`src/hdl/ccm_pkg.sv`:
```
package ccm_pkg;

  localparam int SMP_W           = 16;
  localparam int SAMPLE_BITS_DEF = 16;
  localparam int MUL_W           = SMP_W + 1;
  localparam int PROD_W          = 2 * MUL_W;
  localparam int SUM_W           = PROD_W + 1;
  localparam int ACC_W           = 43;
  localparam int MAG_W           = 42;
  localparam int ROOT_W          = 44;
  localparam int RAD_W           = 2 * ROOT_W;
  localparam int REM_W           = ROOT_W + 3;
  localparam int SQ_STEPS        = ACC_W;
  localparam int RT_STEPS        = ROOT_W;
  localparam int CNT_W           = 6;
  localparam int IN_TDATA_W      = 4 * SMP_W;
  localparam int OUT_TDATA_W     = 48;

  typedef enum logic [2:0] {
    ST_RUN,
    ST_FLUSH,
    ST_LOAD,
    ST_SQUARE,
    ST_ROOT,
    ST_DONE
  } ccm_state_t;

  typedef struct packed {
    logic in_load;
    logic mag_load;
    logic sq_step;
    logic rt_step;
    logic out_load;
  } ccm_cmd_t;

  typedef struct packed {
    logic acc_last;
    logic out_free;
  } ccm_sts_t;

endpackage

```
`src/hdl/ccm_ctrl.sv`:
```
module ccm_ctrl (
  input  logic              clk,
  input  logic              rst_n,
  input  logic              in_tvalid,
  input  logic              in_tlast,
  output logic              in_tready,
  input  ccm_pkg::ccm_sts_t sts,
  output ccm_pkg::ccm_cmd_t cmd
);
  import ccm_pkg::*;

  ccm_state_t       state_r;
  ccm_state_t       state_nxt;
  logic [CNT_W-1:0] cnt_r;
  logic [CNT_W-1:0] cnt_nxt;

  always_ff @(posedge clk) begin
    if (!rst_n) begin
      state_r <= ST_RUN;
      cnt_r   <= '0;
    end else begin
      state_r <= state_nxt;
      cnt_r   <= cnt_nxt;
    end
  end

  always_comb begin
    state_nxt = state_r;
    cnt_nxt   = cnt_r;
    cmd       = '0;
    in_tready = 1'b0;
    unique case (state_r)
      ST_RUN: begin
        in_tready   = 1'b1;
        cmd.in_load = in_tvalid;
        if (in_tvalid && in_tlast) begin
          state_nxt = ST_FLUSH;
        end
      end
      ST_FLUSH: begin
        if (sts.acc_last) begin
          state_nxt = ST_LOAD;
        end
      end
      ST_LOAD: begin
        cmd.mag_load = 1'b1;
        cnt_nxt      = '0;
        state_nxt    = ST_SQUARE;
      end
      ST_SQUARE: begin
        cmd.sq_step = 1'b1;
        if (cnt_r == CNT_W'(SQ_STEPS - 1)) begin
          cnt_nxt   = '0;
          state_nxt = ST_ROOT;
        end else begin
          cnt_nxt = cnt_r + 1'b1;
        end
      end
      ST_ROOT: begin
        cmd.rt_step = 1'b1;
        if (cnt_r == CNT_W'(RT_STEPS - 1)) begin
          cnt_nxt   = '0;
          state_nxt = ST_DONE;
        end else begin
          cnt_nxt = cnt_r + 1'b1;
        end
      end
      ST_DONE: begin
        if (sts.out_free) begin
          cmd.out_load = 1'b1;
          state_nxt    = ST_RUN;
        end
      end
      default: begin
        state_nxt = ST_RUN;
      end
    endcase
  end

endmodule

```
`src/hdl/ccm_dp.sv`:
```
module ccm_dp #(
  parameter int SAMPLE_BITS = ccm_pkg::SAMPLE_BITS_DEF
) (
  input  logic                              clk,
  input  logic                              rst_n,
  input  logic [ccm_pkg::IN_TDATA_W-1:0]    in_tdata,
  input  logic                              in_tlast,
  input  ccm_pkg::ccm_cmd_t                 cmd,
  output ccm_pkg::ccm_sts_t                 sts,
  output logic                              out_tvalid,
  input  logic                              out_tready,
  output logic [ccm_pkg::OUT_TDATA_W-1:0]   out_tdata
);
  import ccm_pkg::*;

  localparam bit SIGNED_SMP = (SAMPLE_BITS <= SMP_W);
  localparam int SIGN_IDX   = SIGNED_SMP ? SAMPLE_BITS - 1 : SMP_W - 1;

  function automatic logic signed [MUL_W-1:0] sext(input logic [SMP_W-1:0] f);
    logic [MUL_W-1:0] v;
    for (int i = 0; i < SMP_W; i++) begin
      if (i < SAMPLE_BITS) begin
        v[i] = f[i];
      end else begin
        v[i] = SIGNED_SMP ? f[SIGN_IDX] : 1'b0;
      end
    end
    v[SMP_W] = SIGNED_SMP ? f[SIGN_IDX] : 1'b0;
    return signed'(v);
  endfunction

  logic                      s1_vld_r, s1_last_r;
  logic signed [MUL_W-1:0]   ar_r, ai_r, br_r, bi_r;
  logic                      s2_vld_r, s2_last_r;
  logic signed [PROD_W-1:0]  p_rr_r, p_ii_r, p_ri_r, p_ir_r;
  logic                      s3_vld_r, s3_last_r;
  logic signed [SUM_W-1:0]   pr_r, pi_r;
  logic signed [ACC_W-1:0]   acc_re_r, acc_im_r;
  logic signed [ACC_W-1:0]   acc_re_nxt, acc_im_nxt;
  logic signed [ACC_W:0]     sum_re, sum_im;
  logic [ACC_W-1:0]          abs_re_r, abs_im_r;
  logic [ACC_W-1:0]          sh_re_r, sh_im_r;
  logic [RAD_W-1:0]          rad_r;
  logic [ACC_W:0]            sq_add;
  logic [ROOT_W-1:0]         root_r;
  logic [REM_W-1:0]          rem_r;
  logic [REM_W-1:0]          rem_sh;
  logic [REM_W-1:0]          trial;
  logic                      out_vld_r;
  logic [MAG_W-1:0]          mag_r;

  function automatic logic signed [ACC_W-1:0] sat(input logic signed [ACC_W:0] s);
    logic signed [ACC_W-1:0] r;
    if (s[ACC_W] != s[ACC_W-1]) begin
      r = s[ACC_W] ? {1'b1, {(ACC_W-1){1'b0}}} : {1'b0, {(ACC_W-1){1'b1}}};
    end else begin
      r = s[ACC_W-1:0];
    end
    return r;
  endfunction

  always_ff @(posedge clk) begin
    if (!rst_n) begin
      s1_vld_r  <= 1'b0;
      s2_vld_r  <= 1'b0;
      s3_vld_r  <= 1'b0;
      s1_last_r <= 1'b0;
      s2_last_r <= 1'b0;
      s3_last_r <= 1'b0;
      acc_re_r  <= '0;
      acc_im_r  <= '0;
      out_vld_r <= 1'b0;
    end else begin
      s1_vld_r  <= cmd.in_load;
      s1_last_r <= cmd.in_load & in_tlast;
      s2_vld_r  <= s1_vld_r;
      s2_last_r <= s1_last_r;
      s3_vld_r  <= s2_vld_r;
      s3_last_r <= s2_last_r;
      acc_re_r  <= acc_re_nxt;
      acc_im_r  <= acc_im_nxt;
      if (cmd.out_load) begin
        out_vld_r <= 1'b1;
      end else if (out_tready) begin
        out_vld_r <= 1'b0;
      end
    end
  end

  always_ff @(posedge clk) begin
    if (cmd.in_load) begin
      ar_r <= sext(in_tdata[SMP_W-1:0]);
      ai_r <= sext(in_tdata[2*SMP_W-1:SMP_W]);
      br_r <= sext(in_tdata[3*SMP_W-1:2*SMP_W]);
      bi_r <= sext(in_tdata[4*SMP_W-1:3*SMP_W]);
    end
    p_rr_r <= ar_r * br_r;
    p_ii_r <= ai_r * bi_r;
    p_ri_r <= ar_r * bi_r;
    p_ir_r <= ai_r * br_r;
    pr_r   <= SUM_W'(p_rr_r) - SUM_W'(p_ii_r);
    pi_r   <= SUM_W'(p_ri_r) + SUM_W'(p_ir_r);
  end

  assign sum_re = (ACC_W+1)'(acc_re_r) + (ACC_W+1)'(pr_r);
  assign sum_im = (ACC_W+1)'(acc_im_r) + (ACC_W+1)'(pi_r);

  always_comb begin
    acc_re_nxt = acc_re_r;
    acc_im_nxt = acc_im_r;
    if (cmd.mag_load) begin
      acc_re_nxt = '0;
      acc_im_nxt = '0;
    end else if (s3_vld_r) begin
      acc_re_nxt = sat(sum_re);
      acc_im_nxt = sat(sum_im);
    end
  end

  assign sq_add = (sh_re_r[ACC_W-1] ? {1'b0, abs_re_r} : '0)
                + (sh_im_r[ACC_W-1] ? {1'b0, abs_im_r} : '0);

  assign rem_sh = {rem_r[REM_W-3:0], rad_r[RAD_W-1:RAD_W-2]};
  assign trial  = {1'b0, root_r, 2'b01};

  always_ff @(posedge clk) begin
    if (cmd.mag_load) begin
      abs_re_r <= acc_re_r[ACC_W-1] ? ACC_W'(~acc_re_r + 1'b1) : ACC_W'(acc_re_r);
      abs_im_r <= acc_im_r[ACC_W-1] ? ACC_W'(~acc_im_r + 1'b1) : ACC_W'(acc_im_r);
      sh_re_r  <= acc_re_r[ACC_W-1] ? ACC_W'(~acc_re_r + 1'b1) : ACC_W'(acc_re_r);
      sh_im_r  <= acc_im_r[ACC_W-1] ? ACC_W'(~acc_im_r + 1'b1) : ACC_W'(acc_im_r);
      rad_r    <= '0;
      root_r   <= '0;
      rem_r    <= '0;
    end else if (cmd.sq_step) begin
      sh_re_r <= {sh_re_r[ACC_W-2:0], 1'b0};
      sh_im_r <= {sh_im_r[ACC_W-2:0], 1'b0};
      rad_r   <= {rad_r[RAD_W-2:0], 1'b0} + RAD_W'(sq_add);
    end else if (cmd.rt_step) begin
      rad_r <= {rad_r[RAD_W-3:0], 2'b00};
      if (rem_sh >= trial) begin
        rem_r  <= rem_sh - trial;
        root_r <= {root_r[ROOT_W-2:0], 1'b1};
      end else begin
        rem_r  <= rem_sh;
        root_r <= {root_r[ROOT_W-2:0], 1'b0};
      end
    end
    if (cmd.out_load) begin
      mag_r <= (|root_r[ROOT_W-1:MAG_W]) ? {MAG_W{1'b1}} : root_r[MAG_W-1:0];
    end
  end

  assign sts.acc_last = s3_vld_r & s3_last_r;
  assign sts.out_free = ~out_vld_r | out_tready;
  assign out_tvalid   = out_vld_r;
  assign out_tdata    = {{(OUT_TDATA_W-MAG_W){1'b0}}, mag_r};

endmodule

```
`src/hdl/complex_correlation_magnitude.sv`:
```
// Pair transactions are accepted one per cycle, back to back, until one with tlast.
// After the tlast transaction, the result passes through these steps in order: the
// multiply-accumulate pipeline drains (operand, product and sum registers), the absolute
// values are taken, 43 squaring steps and 44 square root steps run, and the output
// register is loaded, which waits while a result is stalled. Input is not ready meanwhile.
// Synchronous active-low reset clears the accumulators, the valid bits and the controller.
module complex_correlation_magnitude #(
  parameter int SAMPLE_BITS = ccm_pkg::SAMPLE_BITS_DEF
) (
  input  logic                            clk,
  input  logic                            rst_n,
  input  logic                            in_tvalid,
  output logic                            in_tready,
  // Fields from bit 0 up: a_re, a_im, b_re, b_im.
  input  logic [ccm_pkg::IN_TDATA_W-1:0]  in_tdata,
  input  logic                            in_tlast,
  output logic                            out_tvalid,
  input  logic                            out_tready,
  // Fields from bit 0 up: magnitude.
  output logic [ccm_pkg::OUT_TDATA_W-1:0] out_tdata
);
  import ccm_pkg::*;

  ccm_cmd_t cmd;
  ccm_sts_t sts;

  ccm_ctrl u_ctrl (
    .clk       (clk),
    .rst_n     (rst_n),
    .in_tvalid (in_tvalid),
    .in_tlast  (in_tlast),
    .in_tready (in_tready),
    .sts       (sts),
    .cmd       (cmd)
  );

  ccm_dp #(
    .SAMPLE_BITS (SAMPLE_BITS)
  ) u_dp (
    .clk        (clk),
    .rst_n      (rst_n),
    .in_tdata   (in_tdata),
    .in_tlast   (in_tlast),
    .cmd        (cmd),
    .sts        (sts),
    .out_tvalid (out_tvalid),
    .out_tready (out_tready),
    .out_tdata  (out_tdata)
  );

endmodule
```
`config.mk`:
```
export PLATFORM = sky130hd
export DESIGN_NAME = complex_correlation_magnitude
export DESIGN_NICKNAME = d
export VERILOG_FILES = /design/src/hdl/ccm_pkg.sv /design/src/hdl/ccm_ctrl.sv /design/src/hdl/ccm_dp.sv /design/src/hdl/complex_correlation_magnitude.sv
export SDC_FILE = /design/constraint.sdc
export NUM_CORES = 2
export LEC_CHECK = 0
export BUFFER_PORTS_ARGS = -buffer_cell sky130_fd_sc_hd__buf_2
export CAP_MARGIN = 20
export CORE_AREA = 10 10 492 494
export CTS_CLUSTER_DIAMETER = 120
export DETAILED_ROUTE_END_ITERATION = 8
export DIE_AREA = 0 0 502 504
export GPL_TIMING_DRIVEN = 0
export SYNTH_ARGS = -nofsm -noshare
export SYNTH_HDL_FRONTEND = slang
export SYNTH_HIERARCHICAL = 1
export SYNTH_SLANG_ARGS = --single-unit
```
`constraint.sdc`:
```
create_clock -name clk -period 7.2 [get_ports clk]
set_input_delay 0 -clock clk [delete_from_list [all_inputs] [get_ports clk]]
set_output_delay 0 -clock clk [all_outputs]
set_load 0.01 [all_outputs]
```
# Yosys cells after proc, flatten, opt, wreduce, memory -nomap -nowiden
# Cells that the tools add are included.
dict set report totals {
  regBits 755
  in_bits 69
  output_inout_bits 50
  elab_cells 110
}
dict set report op_classes {
  n_addsub 10
  n_mul 4
  order_cmp 1
  n_eq_ne 14
  muxes 34
  bitwise_logic 8
  n_reduce_logical 10
}
# operator n
set op_table {}
lappend op_table {{$mux W43} 12}
lappend op_table {{$mux W88} 2}
lappend op_table {{$mul A16 B16 Y32} 4}
lappend op_table {{$add A43 B35 Y44} 2}
lappend op_table {{$add A88 B44 Y88} 1}
lappend op_table {{$add A43 B1 Y43 const B} 2}
lappend op_table {{$not A43 Y43} 2}
lappend op_table {{$ge A47 B46 Y1} 1}
lappend op_table {{$mux W45} 1}
lappend op_table {{$sub A45 B45 Y45} 1}
lappend op_table {{$add A44 B44 Y44} 1}
lappend op_table {{$add A32 B32 Y33} 1}
lappend op_table {{$sub A32 B32 Y33} 1}
lappend op_table {{$pmux W3 S6} 1}
lappend op_table {{$pmux W6 S3} 1}
lappend op_table {{$mux W3} 5}
lappend op_table {{$eq A6 B6 Y1 const B} 2}
lappend op_table {{$mux W6} 2}
lappend op_table {{$mux W1} 10}
lappend op_table {{$add A6 B1 Y6 const B} 1}
lappend op_table {{$eq A3 B2 Y1 const B} 2}
lappend op_table {{$eq A3 B3 Y1 const B} 2}
lappend op_table {{$ne A2 B1 Y1 const B} 3}
lappend op_table {{$reduce_bool A2 Y1} 3}
lappend op_table {{other kinds (12)} 18}

# Logic depth before layout (Yosys ltp)
dict set report depth {
  depth_word 5
  ltp_mapped 26
  depth_no_buf 25
}

# Cells and area by module
# The synthesis kept the hierarchy.
# mod n_inst cells_per_inst area_each_um2 seq_area_each_um2
set by_module_without_submodules {}
lappend by_module_without_submodules {ccm_dp 1 8584 80124.3 17636.9}
lappend by_module_without_submodules {ccm_ctrl 1 77 630.6 180.2}

# Worst setup path before layout
# Ideal clock, no wire load.
dict set report synth_timing {
  kind {register to register}
  from {reg u_ctrl.state_r[2]}
  to {reg u_dp.sh_im_r[0], enable pin}
  setup_time_ps 484
  t_arrival_ps 7259
  required_ps 6716
  slack_ps -543
  path_stages_with_launch 6
  path_buffers 2
  period_less_slack_ps 7743
  cell_sequence {dfxtp_1 > buf_2 > nand2b_1 > nor2_1 > or2_0 > clkbuf_1}
}
# item line
set synth_lines {}
lappend synth_lines {{start, declared} ccm_ctrl.sv:12} ;# ccm_state_t state_r;
lappend synth_lines {{start signal, assigned} ccm_ctrl.sv:22} ;# state_r <= state_nxt;
lappend synth_lines {{end signal, assigned} ccm_dp.sv:131} ;# sh_im_r <= acc_im_r[ACC_W-1] ? ACC_W'(~acc_im_r + 1'b1) : ACC_W'(acc_im_r);
lappend synth_lines {{end signal, assigned} ccm_dp.sv:137} ;# sh_im_r <= {sh_im_r[ACC_W-2:0], 1'b0};
lappend synth_lines {{end, declared} ccm_dp.sv:42} ;# logic [ACC_W-1:0] sh_re_r, sh_im_r;

# Worst setup path in the final report
dict set report layout_timing {
  from {reg u_dp.bi_r[11]}
  to {reg, netlist name u_dp/p_ri_r[31]}
}
dict set report layout_between {
  elab_chain_len 1
}
# item line
set layout_rtl {}
lappend layout_rtl {{start, declared} ccm_dp.sv:33} ;# logic signed [MUL_W-1:0] ar_r, ai_r, br_r, bi_r;
lappend layout_rtl {{start signal, assigned} ccm_dp.sv:95} ;# bi_r <= sext(in_tdata[4*SMP_W-1:3*SMP_W]);
lappend layout_rtl {{$mul A16 B16 Y32} ccm_dp.sv:99} ;# p_ri_r <= ar_r * bi_r;
# No other way between the ends.
# A chain may end at the register's enable or synchronous reset.

==> qor.csv <==
metric,value,unit
outcome,completed,
Least-Margin Pin Slew,1.12,ns
RSZ-0062 raised after global routing,yes,
mapped cell area,80800,um2
CP max FO,10,
Finished Layout Cells,12200,
max-slew violations,0,
CTS tree,done,
share of post-route cells with drive strength above 1,7.35,%
initial core utilization,34.8,%
"Hold Violations, Final",0,
Die W,502,um
Worst slew margin,24.9,%
final worst-path cycle share,98.8,%
Worst setup endpoint,u_dp/p_ri_r[31],
global-route wire length before repair,395000,um
R2R setup slack,0.09,ns
gr usage total,20.2,%
"commonest non-fill, non-tap cell in the layout",inv_1,
Yosys warning total,6,
Hold WC Path Type,in2reg,
vias,63500,
min Tclk post-route,7.11,ns
sequential area share after synthesis,22.1,%
GRT Residual Overflow,0,
HPWL Detailed,207000,um
io pins,119,
Die Ht,504,um
Netlist cell types,95,
area grow syn2layout,12.7,%
wire per inst,21.3,um
Critical Path RT,7.86,ns
DRC errors left,0,
Antenna Nets Post-Route,0,
average cell area after synthesis,9.32,um2
Clock Skew,0.0644,ns
worst reg2reg endpoint,u_dp/p_ri_r[31],
initial DRC count,5096,
DP Cell Count,11800,
Peak Freq,141,MHz
Buffers on Ports,112,
R2R cell count,23,
most frequent cells in the layout,"inv_1, fa_1, nand2_1",
CTS buffer count,88,
Critical Path AT,7.77,ns
# setup viols final,0,
Synth Register Bits,751,
Vias/cell,5.21,
DRT Wirelength,259000,um
root buf cell,clkbuf_16,
htree depth,3,
drt pass-1 iters,7,
Synth Flop Type,dfxtp_1,
final net count,10800,
Max clock buf depth,3,
R2R Path Start,u_dp/bi_r[11],
CP startpoint,u_dp/bi_r[11],
vias in the first global route,64700,
Synth Instances,8661,
core area,232000,um2
max_cap viols,0,
row count,177,
Critical Path Sink Type,flip-flop,
GPL Wtd Cong,0.992,
initial antenna violation count,24,
Clock transition at path regs,0.06,ns
CP startpoint kind,flip-flop,
number of synthesized flops with an enable pin,278,
Die Area,253000,um2
clock sinks,751,
largest net degree at the start of global routing,56,
Critical Setup Path Class,reg2reg,
ys async rst share,0,%
clk_lat worst skew,0.77,ns
## critical path, stage by stage, from the launching register on
cell       delay [ns]
edfxtp_1         0.55
buf_4            0.31
nand2_1          0.10
fa_1             0.53
inv_1            0.06
fa_1             0.48
fa_1             0.55
fa_1             0.52
fa_1             0.54
inv_1            0.05
fa_1             0.52
inv_1            0.04
ha_2             0.31
a21o_1           0.19
a21o_1           0.19
nor3b_2          0.23
o211ai_1         0.22
a31oi_2          0.31
nor2b_2          0.10
a221o_2          0.43
a2111oi_4        0.40
o21ai_2          0.10
a21oi_2          0.14
xnor2_1          0.12
## synthesized netlist by cell type, types with 73 or more instances
library cell	instances	share of area [%]
inv_1	1348	6.3
fa_1	1095	27
nand2_1	811	3.8
and2_1	617	4.8
ha_1	572	8.9
dfxtp_1	473	12
a21oi_1	439	2.7
clkbuf_1	391	1.8
xnor2_1	342	3.7
nor2_1	317	1.5
o21ai_0	289	1.8
edfxtp_1	278	10
a21o_1	187	1.7
a211oi_1	172	1.6
nand3_1	126	0.78
xor2_1	120	1.3
nor2b_1	109	0.84
nor3_1	102	0.63
mux2_2	83	1.2
nand2b_1	73	0.57
## logic make-up after synthesis
| group | share of synthesized area (%) |
|---|---|
| adders and majority gates | 36.6 |
| muxes | 1.67 |
| buffers and inverters | 8.26 |
| AOI/OAI and AO/OA | 11.7 |
| xor gates and xnor gates | 5.01 |
| other | 0.00464 |
| and+or+nand+nor | 14.8 |
| DFF | 22.1 |
## per-layer routing
metal	track usage [%]	wire length, um	up-vias
met4	8.33	13500	6
met3	4.60	21600	504
met2	32.4	118000	2418
met1	26.2	107000	31700
li1	-	-	28900
met5	0	42	-
## final cells by class
cell class	count	area, um2
Clock inverter	58	856
Inverter	1350	5070
Buffer	414	2100
Multi-Input combinational cell	6149	56500
Clock buffer	108	2340
Sequential cell	751	17800
Tap cell	3043	3810
Fill cell	23000	141000
Timing Repair Buffer	302	2460
Antenna cell	18	45.0
## worst min-delay path by stage
stage               depth (start not counted)            end         start
detailed placement                          1  u_dp/ar_r[15]  in_tdata[15]
CTS                                         2   u_dp/ar_r[2]   in_tdata[2]
global placement                            1  u_dp/ar_r[14]  in_tdata[14]
finish                                      2   u_dp/ai_r[4]  in_tdata[20]
global route                                2   u_dp/br_r[7]  in_tdata[39]
floorplan                                   0   u_dp/ai_r[0]  in_tdata[16]
## per-stage QoR
stage	cell area, um2	setup TNS [ns]	setup slack (ns)	util, %	hold WS, ns
floorplan	80800	0	0.503	-	0.0989
global placement	85100	-150.14	-1.44	36.7	0.176
detailed placement	85400	-14.66	-0.986	36.8	0.178
CTS	90500	0	0.00137	39.0	0.00116
global route	91000	-0.148	-0.112	39.2	0.00318
finish	91000	0	0.0894	39.3	0.0207
## state kept, by name, summed over array words and instances (netlist names), 3 cells and up
| name | flops |
|---|---|
| u_dp/pi_r | 33 |
| u_ctrl/cnt_r | 6 |
| u_dp/acc_im_r | 43 |
| u_ctrl/state_r | 3 |
| u_dp/abs_im_r | 43 |
| u_dp/sh_re_r | 43 |
| u_dp/p_ir_r | 32 |
| u_dp/p_ri_r | 32 |
| u_dp/acc_re_r | 43 |
| u_dp/abs_re_r | 43 |
| u_dp/bi_r | 16 |
| u_dp/rad_r | 88 |
| u_dp/ar_r | 16 |
| u_dp/p_rr_r | 32 |
| u_dp/p_ii_r | 32 |
| u_dp/ai_r | 16 |
| u_dp/mag_r | 42 |
| u_dp/sh_im_r | 43 |
| u_dp/br_r | 16 |
| u_dp/root_r | 44 |
| u_dp/pr_r | 33 |
| u_dp/rem_r | 45 |
## what timing repair did
action / CTS / global route
buffers inserted: 30 / 22
pin swaps: 3 / 15
setup endpoints to repair: 38 / 21
gates resized for setup: 240 / 178
endpoints found under the hold margin: 93 / 1
hold buffers: 121 / 1
Power is not shown: default switching activity piles up to over one toggle a cycle in this logic, so the estimate is an artifact.
